**config.mk**
```make
export PLATFORM = sky130hd
export DESIGN_NAME = matrix_row_column_rotator_top
export DESIGN_NICKNAME = d
export VERILOG_FILES = /design/src/sv/mrcr_pkg.sv /design/src/sv/matrix_row_column_rotator_top.sv /design/src/sv/mrcr_front.sv /design/src/sv/mrcr_back.sv
export SDC_FILE = /design/constraint.sdc
export NUM_CORES = 2
export LEC_CHECK = 0
export BUFFER_PORTS_ARGS = -buffer_cell sky130_fd_sc_hd__buf_4
export CORE_ASPECT_RATIO = 0.8
export CORE_MARGIN = 1.5
export CORE_UTILIZATION = 63
export DETAILED_ROUTE_END_ITERATION = 12
export GPL_TIMING_DRIVEN = 0
export PLACE_DENSITY = 0.87
export RECOVER_POWER = 25
export SLEW_MARGIN = 20
export SYNTH_ARGS = -nofsm -noshare
export SYNTH_HDL_FRONTEND = slang
export SYNTH_HIERARCHICAL = 1
export SYNTH_SLANG_ARGS = --single-unit
export TNS_END_PERCENT = 30
```
**constraint.sdc**
```tcl
create_clock -name clk -period 18.34 [get_ports clk]
set_input_delay 4.585 -clock clk [delete_from_list [all_inputs] [get_ports clk]]
set_output_delay 4.585 -clock clk [all_outputs]
set_load 0.05 [all_outputs]
```
**src/sv/mrcr_pkg.sv**
```systemverilog
// Shared types and constants of the matrix row/column rotator.
package mrcr_pkg;

  typedef enum logic [2:0] {
    KIND_INIT   = 3'd0,
    KIND_LEFT   = 3'd1,
    KIND_RIGHT  = 3'd2,
    KIND_UP     = 3'd3,
    KIND_DOWN   = 3'd4,
    KIND_READ   = 3'd5
  } kind_t;

  localparam int unsigned KIND_W  = 3;
  localparam int unsigned LINE_W  = 4;
  localparam int unsigned AMT_W   = 16;
  localparam int unsigned VALUE_W = 9;
  localparam int unsigned SIZE_W  = 5;

  // Operation handed from the front end to the back end.
  typedef enum logic [2:0] {
    OP_FILL  = 3'd0,
    OP_ROT   = 3'd1,
    OP_READ  = 3'd2,
    OP_RDERR = 3'd3
  } op_t;

endpackage

```
**src/sv/matrix_row_column_rotator_top.sv**
```systemverilog
// Top level of the matrix row/column rotator.
// Command interface: an item is taken when start is high and busy low; a read returns one
// word marked by done, which the receiver must take in that cycle. After reset the cell
// memory loads its start values one cell a cycle; an item taken meanwhile waits in the
// front end. A read waits in the front end's output state, then the back end's read state
// registers the word and done together. An initialise holds the back end while it fills
// the N*N cells, one cell a cycle. A rotation first reduces its 16-bit amount bit-serially
// in the front end, then, unless the reduced amount is zero, the back end reads the N
// entries of the line into a line buffer at rotated positions, passes a turnaround
// state, writes the N entries back and makes a last write. busy covers the front end
// only, which holds one decoded item while the back end works. Rotations of a line not
// below N and unused kinds produce no word.
module matrix_row_column_rotator_top #(
  parameter int unsigned MAX_SIDE = 16
) (
  input  logic                          clk,
  input  logic                          rst,
  input  logic                          start,
  output logic                          busy,
  input  logic [mrcr_pkg::KIND_W-1:0]   kind,
  input  logic [mrcr_pkg::LINE_W-1:0]   line_index,
  input  logic [mrcr_pkg::AMT_W-1:0]    shift_amount,
  input  logic [mrcr_pkg::LINE_W-1:0]   read_column,
  input  logic                          cfg_we,
  input  logic [mrcr_pkg::SIZE_W-1:0]   cfg_wdata,
  output logic                          done,
  output logic [mrcr_pkg::VALUE_W-1:0]  entry_value,
  output logic                          index_error
);
  import mrcr_pkg::*;

  localparam int unsigned IDX_W  = (MAX_SIDE > 1) ? $clog2(MAX_SIDE) : 1;
  localparam int unsigned SIDE_W = $clog2(MAX_SIDE + 1);

  logic [SIZE_W-1:0] matrix_size;
  logic [SIDE_W-1:0] side;
  logic              f_ready, q_valid, q_ready, q_col, q_high;
  logic [2:0]        q_op;
  logic [IDX_W-1:0]  q_line, q_rcol, q_shift;

  always_ff @(posedge clk) begin
    if (rst) matrix_size <= SIZE_W'(16);
    else if (cfg_we) matrix_size <= cfg_wdata;
  end

  always_comb begin
    if (matrix_size == '0) side = SIDE_W'(1);
    else if (32'(matrix_size) > MAX_SIDE) side = SIDE_W'(MAX_SIDE);
    else side = SIDE_W'(matrix_size);
  end

  assign busy = !f_ready;

  mrcr_front #(.IDX_W(IDX_W), .SIDE_W(SIDE_W)) u_front (
    .clk, .rst, .in_valid(start), .in_ready(f_ready), .kind, .line_index,
    .shift_amount, .read_column, .side, .q_valid, .q_ready, .q_op, .q_col,
    .q_high, .q_line, .q_rcol, .q_shift
  );

  mrcr_back #(.MAX_SIDE(MAX_SIDE), .IDX_W(IDX_W), .SIDE_W(SIDE_W)) u_back (
    .clk, .rst, .side, .q_valid, .q_ready, .q_op, .q_col, .q_high, .q_line,
    .q_rcol, .q_shift, .done, .entry_value, .index_error
  );

`ifndef SYNTHESIS
  a_err_zero: assert property (@(posedge clk) disable iff (rst)
    done && index_error |-> entry_value == '0) else $error("error word carries data");
  a_shift_range: assert property (@(posedge clk) disable iff (rst)
    q_valid && q_op == OP_ROT |-> {1'b0, q_shift} < (IDX_W+1)'(side))
    else $error("shift not reduced");
  a_done_pulse: assert property (@(posedge clk) disable iff (rst)
    done |=> !done) else $error("back-to-back result words");
`endif
endmodule

```
**src/sv/mrcr_front.sv**
```systemverilog
// Front end: decode items, check indexes, reduce the shift amount modulo the side.
module mrcr_front #(
  parameter int unsigned IDX_W  = 4,
  parameter int unsigned SIDE_W = 5
) (
  input  logic                          clk,
  input  logic                          rst,
  input  logic                          in_valid,
  output logic                          in_ready,
  input  logic [mrcr_pkg::KIND_W-1:0]   kind,
  input  logic [mrcr_pkg::LINE_W-1:0]   line_index,
  input  logic [mrcr_pkg::AMT_W-1:0]    shift_amount,
  input  logic [mrcr_pkg::LINE_W-1:0]   read_column,
  input  logic [SIDE_W-1:0]             side,
  output logic                          q_valid,
  input  logic                          q_ready,
  output logic [2:0]                    q_op,
  output logic                          q_col,
  output logic                          q_high,
  output logic [IDX_W-1:0]              q_line,
  output logic [IDX_W-1:0]              q_rcol,
  output logic [IDX_W-1:0]              q_shift
);
  import mrcr_pkg::*;

  typedef enum logic [2:0] {
    F_IDLE = 3'b001,
    F_MOD  = 3'b010,
    F_OUT  = 3'b100
  } fstate_t;

  fstate_t              state;
  logic [AMT_W-1:0]     rem;
  logic [AMT_W+SIDE_W-1:0] dsub;
  logic [4:0]           bitpos;
  logic [2:0]           op;
  logic                 col, high;
  logic [LINE_W-1:0]    line_r, rcol_r;
  logic [AMT_W+SIDE_W-1:0] trial;
  logic                 line_ok, rcol_ok;

  assign in_ready = (state == F_IDLE);
  assign line_ok  = (SIDE_W+1)'(line_index) < (SIDE_W+1)'(side);
  assign rcol_ok  = (SIDE_W+1)'(read_column) < (SIDE_W+1)'(side);
  assign trial    = (AMT_W+SIDE_W)'(rem) - dsub;

  assign q_valid = (state == F_OUT);
  assign q_op    = op;
  assign q_col   = col;
  assign q_high  = high;
  assign q_line  = IDX_W'(line_r);
  assign q_rcol  = IDX_W'(rcol_r);
  assign q_shift = IDX_W'(rem);

  always_ff @(posedge clk) begin
    if (rst) begin
      state <= F_IDLE;
    end else begin
      unique case (state)
        F_IDLE: begin
          if (in_valid) begin
            line_r <= line_index;
            rcol_r <= read_column;
            rem    <= shift_amount;
            dsub   <= (AMT_W+SIDE_W)'(side) << (AMT_W - 1);
            bitpos <= 5'(AMT_W - 1);
            col    <= (kind == KIND_UP) || (kind == KIND_DOWN);
            high   <= (kind == KIND_RIGHT) || (kind == KIND_DOWN);
            case (kind) inside
              KIND_INIT: begin
                op <= OP_FILL;
                state <= F_OUT;
              end
              KIND_LEFT, KIND_RIGHT, KIND_UP, KIND_DOWN: begin
                op <= OP_ROT;
                // drop rotations of lines outside the matrix
                state <= line_ok ? F_MOD : F_IDLE;
              end
              KIND_READ: begin
                op <= (line_ok && rcol_ok) ? OP_READ : OP_RDERR;
                state <= F_OUT;
              end
              default: state <= F_IDLE;
            endcase
          end
        end
        F_MOD: begin
          // restoring remainder, one quotient bit a cycle
          if (!trial[AMT_W+SIDE_W-1] && dsub <= (AMT_W+SIDE_W)'(rem))
            rem <= AMT_W'(trial);
          dsub <= dsub >> 1;
          bitpos <= bitpos - 5'd1;
          if (bitpos == 5'd0) state <= F_OUT;
        end
        F_OUT: begin
          if (q_ready) state <= F_IDLE;
        end
        default: state <= F_IDLE;
      endcase
    end
  end
endmodule

```
**src/sv/mrcr_back.sv**
```systemverilog
// Back end: cell memory with start-value load, fill, rotations through a line buffer, reads.
module mrcr_back #(
  parameter int unsigned MAX_SIDE = 16,
  parameter int unsigned IDX_W    = 4,
  parameter int unsigned SIDE_W   = 5
) (
  input  logic                          clk,
  input  logic                          rst,
  input  logic [SIDE_W-1:0]             side,
  input  logic                          q_valid,
  output logic                          q_ready,
  input  logic [2:0]                    q_op,
  input  logic                          q_col,
  input  logic                          q_high,
  input  logic [IDX_W-1:0]              q_line,
  input  logic [IDX_W-1:0]              q_rcol,
  input  logic [IDX_W-1:0]              q_shift,
  output logic                          done,
  output logic [mrcr_pkg::VALUE_W-1:0]  entry_value,
  output logic                          index_error
);
  import mrcr_pkg::*;

  localparam int unsigned ADDR_W = 2 * IDX_W;
  localparam int unsigned DEPTH  = 1 << ADDR_W;
  localparam logic [IDX_W-1:0] LAST = IDX_W'(MAX_SIDE - 1);

  typedef enum logic [6:0] {
    B_INIT  = 7'b0000001,
    B_IDLE  = 7'b0000010,
    B_FILL  = 7'b0000100,
    B_LOAD  = 7'b0001000,
    B_TURN  = 7'b0010000,
    B_STORE = 7'b0100000,
    B_RD    = 7'b1000000
  } bstate_t;

  // Cell (r, c) lives at address {r, c}.
  logic [VALUE_W-1:0] mem [DEPTH];
  logic [VALUE_W-1:0] lbuf [MAX_SIDE];
  bstate_t            state;
  logic [IDX_W-1:0]   r_cnt, c_cnt;
  logic [VALUE_W-1:0] val;
  logic [IDX_W-1:0]   k, dst, ld_dst, wb_k, line;
  logic               col, ld_valid, wb_valid, rd_err;
  logic [IDX_W:0]     nm1;
  logic               mem_we;
  logic [ADDR_W-1:0]  mem_waddr, mem_raddr;
  logic [VALUE_W-1:0] mem_wdata, mem_rdata, lbuf_rdata;

  assign q_ready = (state == B_IDLE) && !wb_valid;
  assign nm1     = (IDX_W+1)'(side) - 1'b1;

  assign mem_we    = (state == B_INIT) || (state == B_FILL) || wb_valid;
  assign mem_waddr = wb_valid ? (col ? {wb_k, line} : {line, wb_k}) : {r_cnt, c_cnt};
  assign mem_wdata = wb_valid ? lbuf_rdata : val;
  assign mem_raddr = (state == B_LOAD) ? (col ? {k, line} : {line, k}) : {q_line, q_rcol};

  always_ff @(posedge clk) begin
    if (mem_we) mem[mem_waddr] <= mem_wdata;
    mem_rdata <= mem[mem_raddr];
  end

  always_ff @(posedge clk) begin
    if (ld_valid) lbuf[ld_dst] <= mem_rdata;
    lbuf_rdata <= lbuf[k];
  end

  always_ff @(posedge clk) begin
    if (rst) begin
      state       <= B_INIT;
      r_cnt       <= '0;
      c_cnt       <= '0;
      val         <= VALUE_W'(1);
      k           <= '0;
      ld_valid    <= 1'b0;
      wb_valid    <= 1'b0;
      rd_err      <= 1'b0;
      done        <= 1'b0;
      entry_value <= '0;
      index_error <= 1'b0;
    end else begin
      done     <= (state == B_RD);
      ld_valid <= (state == B_LOAD);
      wb_valid <= (state == B_STORE);
      unique case (state)
        B_INIT: begin
          // load r*MAX_SIDE + c + 1 into every cell, one a cycle
          val <= val + 1'b1;
          if (c_cnt == LAST) begin
            c_cnt <= '0;
            r_cnt <= r_cnt + 1'b1;
            if (r_cnt == LAST) state <= B_IDLE;
          end else begin
            c_cnt <= c_cnt + 1'b1;
          end
        end
        B_IDLE: begin
          if (q_valid && q_ready) begin
            line   <= q_line;
            col    <= q_col;
            k      <= '0;
            r_cnt  <= '0;
            c_cnt  <= '0;
            val    <= VALUE_W'(1);
            rd_err <= (q_op == OP_RDERR);
            // first destination of entry 0
            dst    <= q_high ? q_shift
                             : IDX_W'((IDX_W+1)'(side) - (IDX_W+1)'(q_shift));
            case (q_op) inside
              OP_FILL: state <= B_FILL;
              OP_ROT: if (q_shift != '0) state <= B_LOAD;
              OP_READ, OP_RDERR: state <= B_RD;
              default: state <= B_IDLE;
            endcase
          end
        end
        B_FILL: begin
          val <= val + 1'b1;
          if ((IDX_W+1)'(c_cnt) == nm1) begin
            c_cnt <= '0;
            r_cnt <= r_cnt + 1'b1;
            if ((IDX_W+1)'(r_cnt) == nm1) state <= B_IDLE;
          end else begin
            c_cnt <= c_cnt + 1'b1;
          end
        end
        B_LOAD: begin
          // read entry k, park it at its rotated slot of the line buffer next cycle
          ld_dst <= dst;
          dst <= ((IDX_W+1)'(dst) == nm1) ? '0 : dst + 1'b1;
          if ((IDX_W+1)'(k) == nm1) begin
            k <= '0;
            state <= B_TURN;
          end else begin
            k <= k + 1'b1;
          end
        end
        B_TURN: state <= B_STORE;
        B_STORE: begin
          wb_k <= k;
          if ((IDX_W+1)'(k) == nm1) begin
            k <= '0;
            state <= B_IDLE;
          end else begin
            k <= k + 1'b1;
          end
        end
        B_RD: begin
          entry_value <= rd_err ? '0 : mem_rdata;
          index_error <= rd_err;
          state <= B_IDLE;
        end
        default: state <= B_IDLE;
      endcase
    end
  end
endmodule
```
==> results by group <==
Synthesis
  • Synth area leader: edfxtp_1
  • Ys Warns: 6
  • Syn avg cell area: 14.0 sq um
  • Gate Count Post-Synth: about 7400
  • Post-synthesis mux area share: 0.0469
  • FFs w/ async S/R, synth: 0
  • Mapped cell area: 103000 sq um
  • Sequential-to-total area share from yosys stat: 0.745
  • Post-synthesis adder-cell area fraction: 0.00427
  • Largest family of logic cells by synthesized area: simple AND/OR/NAND/NOR gates
  • Top post-synthesis cells by area: edfxtp_1 (73%), nand2_1 (5.8%), mux2i_1 (3.6%)
  • Post-Synth XOR/XNOR Area: 0.00382
  • Seq cells post-synth: ~2600
  • EDFF count, synth: 2518
  • Top_reg_cell synth: edfxtp_1
  • Post-synthesis compound-gate area fraction: 0.0524
  • Unique cell type count in the Yosys netlist: just over 80
  • Synthesized Nets: approximately 7400
  • Top-area cell type share of the netlist area: 0.732
  • Simple-gate area share of the yosys netlist: 0.125

STA
  • Final Max Tran Viols: about 1200
  • Final Hold Viols: 0
  • Fmax: approximately 110 MHz
  • Tcrit/Tclk final: 0.491
  • Setup Skew: approximately 35 ps
  • RSZ-0062 raised after global routing: no
  • Final setup fails: 0
  • Worst-Margin Slew: 6040 ps
  • Fin crit period: 9000 ps
  • Setup WS post-layout: 9340 ps
  • Rel. slew slack: -3.03

Outcome
  • Failing checks: max-capacitance violations, max-slew violations
  • Status: finished with violations

Floorplan
  • Chip width: 456 microns
  • Initial Util: 0.636
  • Die Y: roughly 370 microns
  • DIE AREA: roughly 170000 sq um
  • # IOs: 48
  • Core ar.: ~160000 sq um
  • Core Rows: about 130

GRT
  • GRT Total Usage: 0.432
  • First-pass GRT wire length: between 400 and 500 mm
  • Number of global-route vias before repair: around 66000
  • Largest net degree at the start of global routing: between 100 and 150
  • GRT Residual Overflow: 0
  • Initial antenna violation count: slightly above 40

Final layout
  • Fill cells: about 10000
  • Proportion of layout cells with a drive suffix above 1: 0.0930
  • Area Overhead vs Synth: 10.7%
  • Nets: roughly 7700

Route
  • WL met3: between 70 and 80 mm
  • Wirelength per Cell: roughly 36 microns
  • Antenna-violating nets left: 0
  • Vias/cell: just over 7
  • DR vias: 71900
  • Met2 wire length: between 100 and 150 mm
  • Final wirelength: around 360 mm
  • Top sig layer: met5
  • DRC Markers: 0
  • Post-Route M1 WL: roughly 120 mm
  • First-pass detailed-route iteration total: 8
  • Initial DRC count: approximately 15000

Job
  • Total of max-cap violations: 17

Power and ir drop
  • Total Power: around 12 mW
  • Power per cell area: around 110 nW/um^2
  • LEAKAGE: approximately 38 nW
  • Maximum vdd drop: roughly 0.09 mV

Setup path
  • Max FO, Critical Path: around 100
  • Crit-path cells: clkbuf_1 > clkbuf_1 > clkbuf_1 > mux2_1 > clkbuf_1
  • Crit-path most repeated cell: clkbuf_1
  • CP required: between 15000 and 20000 ps
  • Critical Path AT: a little under 9000 ps
  • CP max-delay cell: clkbuf_1
  • WP buf/inv: 4
  • CP Launch Type: flop
  • Worst setup path category: flop to flop
  • Largest delay share family, worst path: buffers and inverters
  • Max incr delay on CP: ~4300 ps
  • Worst setup EP type: flop

Clock network
  • Post-CTS Hold Buffers: 0
  • Clk_lat worst skew: around 900 ps
  • Total CTS buffers: 229
  • CTS sink cnt: around 2600
  • Root buf cell: clkbuf_16
  • Post-cts repair resize count: 0
  • Worst-path clk slew: 60 ps
  • Clock buffer depth: 3
  • CTS HTree Levels: 4
  • TritonCTS clock tree: done
  • Number of setup buffers added after CTS: 0

Placed design
  • I/O Buffers: 45
  • Placer Congestion: approximately 1.1
  • Dpl ws: approximately 12000 ps
  • Dpl hpwl: around 250 mm

Min path
  • Hold WC Path Type: flop to flop
==> per-layer routing <==
layer | track usage | vias up
li1 | - | 28300
met1 | 0.571 | 35000
met2 | 0.587 | 7335
met3 | 0.215 | 1274
met4 | 0.230 | 52
met5 | 0 | -
==> cell usage in the layout, fill, tap and decap left out, types with 29 or more instances in the layout <==
master / Yosys / routed
edfxtp_1: 2518 / 2518
nand2_1: 1605 / 1605
nand3_1: 683 / 683
mux2i_1: 372 / 372
nor2_1: 386 / 351
clkbuf_1: 224 / 288
a31oi_1: 239 / 239
clkbuf_16: 0 / 232
buf_2: 177 / 180
o22ai_1: 145 / 145
nand4_1: 128 / 128
buf_4: 35 / 82
dfxtp_1: 68 / 68
a211oi_1: 67 / 67
a21oi_1: 62 / 61
a311oi_1: 73 / 59
clkinv_1: 0 / 57
nor3b_1: 46 / 46
mux4_2: 45 / 45
nor2_2: 2 / 37
inv_1: 36 / 36
o21ai_0: 34 / 34
buf_1: 39 / 32
ha_1: 32 / 32
clkinv_2: 0 / 31
and3_1: 29 / 29
a221oi_1: 29 / 29
==> report_power, final <==
part / switching, mW / total (mW) / internal, mW / leakage, nW
Combinational: 0.631 / 0.805 / 0.174 / 11.9
Sequential: 0.0335 / 6.54 / 6.51 / 23.0
Clock: 2.18 / 4.70 / 2.52 / 3.48
Total: 2.84 / 12.0 / 9.20 / 38.4
==> registers in the layout (all words and copies together) (netlist names), 3 cells and up <==
name and cells:
u_back/entry_value 9, u_front/rem 16, u_back/state 7, matrix_size 5, u_front/dsub 20, u_front/state 3
u_back/ld_dst 4, u_front/q_rcol 4, u_back/lbuf 144, u_back/c_cnt 4, u_back/val 9, u_back/lbuf_rdata 9
u_back/mem 2304, u_back/r_cnt 4, u_back/k 4, u_back/line 4, u_back/mem_rdata 9, u_back/wb_k 4
u_front/q_line 4, u_front/bitpos 5, u_back/dst 4
==> cell usage after synthesis (22+ instances only) <==
library cell     n
a311oi_1        73
ha_1            32
nor3b_1         46
buf_1           39
mux2i_1        372
dfxtp_1         68
clkbuf_1       224
mux4_2          45
and3_1          29
a21oi_1         62
a2bb2oi_1       24
a211o_1         25
nand3_1        683
inv_1           36
nor2_1         386
nand4_1        128
a211oi_1        67
buf_2          177
xor2_1          22
buf_4           35
xnor2_1         23
a31oi_1        239
o22ai_1        145
a221oi_1        29
o21ai_0         34
edfxtp_1      2518
nand2_1       1605
==> layout make-up <==
class	count	area (sq um)	share of cell area
sequential	2586	77000	0.674
multi-input combinational	4263	24200	0.212
clock buffer	300	6110	0.0535
tap	2144	2680	0.0235
buffer	477	2190	0.0191
clock inverter	123	1110	0.00975
timing repair buffer	79	787	0.00689
inverter	36	135	0.00118
antenna	11	27.5	0.000241
==> final timing paths <==
| kind | slack, ps | depth (start not counted) | startpoint | end |
|---|---|---|---|---|
| worst max-delay path | 9340 | 5 | u_back/wb_valid$_SDFF_PP0_ | u_back/mem[181][1]$_DFFE_PP_ |
| worst min-delay path | 440 | 0 | u_front/q_col$_DFFE_PP_ | u_back/col$_DFFE_PP_ |
| worst max register to register | 9340 | 5 | u_back/wb_valid$_SDFF_PP0_ | u_back/mem[181][1]$_DFFE_PP_ |
| worst min register to register | 440 | 0 | u_front/q_col$_DFFE_PP_ | u_back/col$_DFFE_PP_ |
==> logic make-up after synthesis <==
logic type	count (synthesis)
and+or+nand+nor	2978
DFF	2586
AOI/OAI and AO/OA	779
buffers and inverters	513
muxes	426
xor gates and xnor gates	45
adders and majority gates	34
other	1
==> metrics by stage <==
| step | std cells | hold slack [ps] | setup TNS, ps | instance area, sq um | util |
|---|---|---|---|---|---|
| global route | 10000 | 443 | 0 | 114000 | 0.704 |
| finish | 10000 | 435 | 0 | 114000 | 0.704 |
| floorplan | 7362 | 400 | 0 | 103000 | - |
| global placement | 9551 | 413 | -1038170 | 106000 | 0.655 |
| CTS | 10000 | 438 | 0 | 115000 | 0.706 |
| detailed placement | 9585 | 423 | 0 | 107000 | 0.661 |
Note: power is estimated with default switching activity, not from simulation.
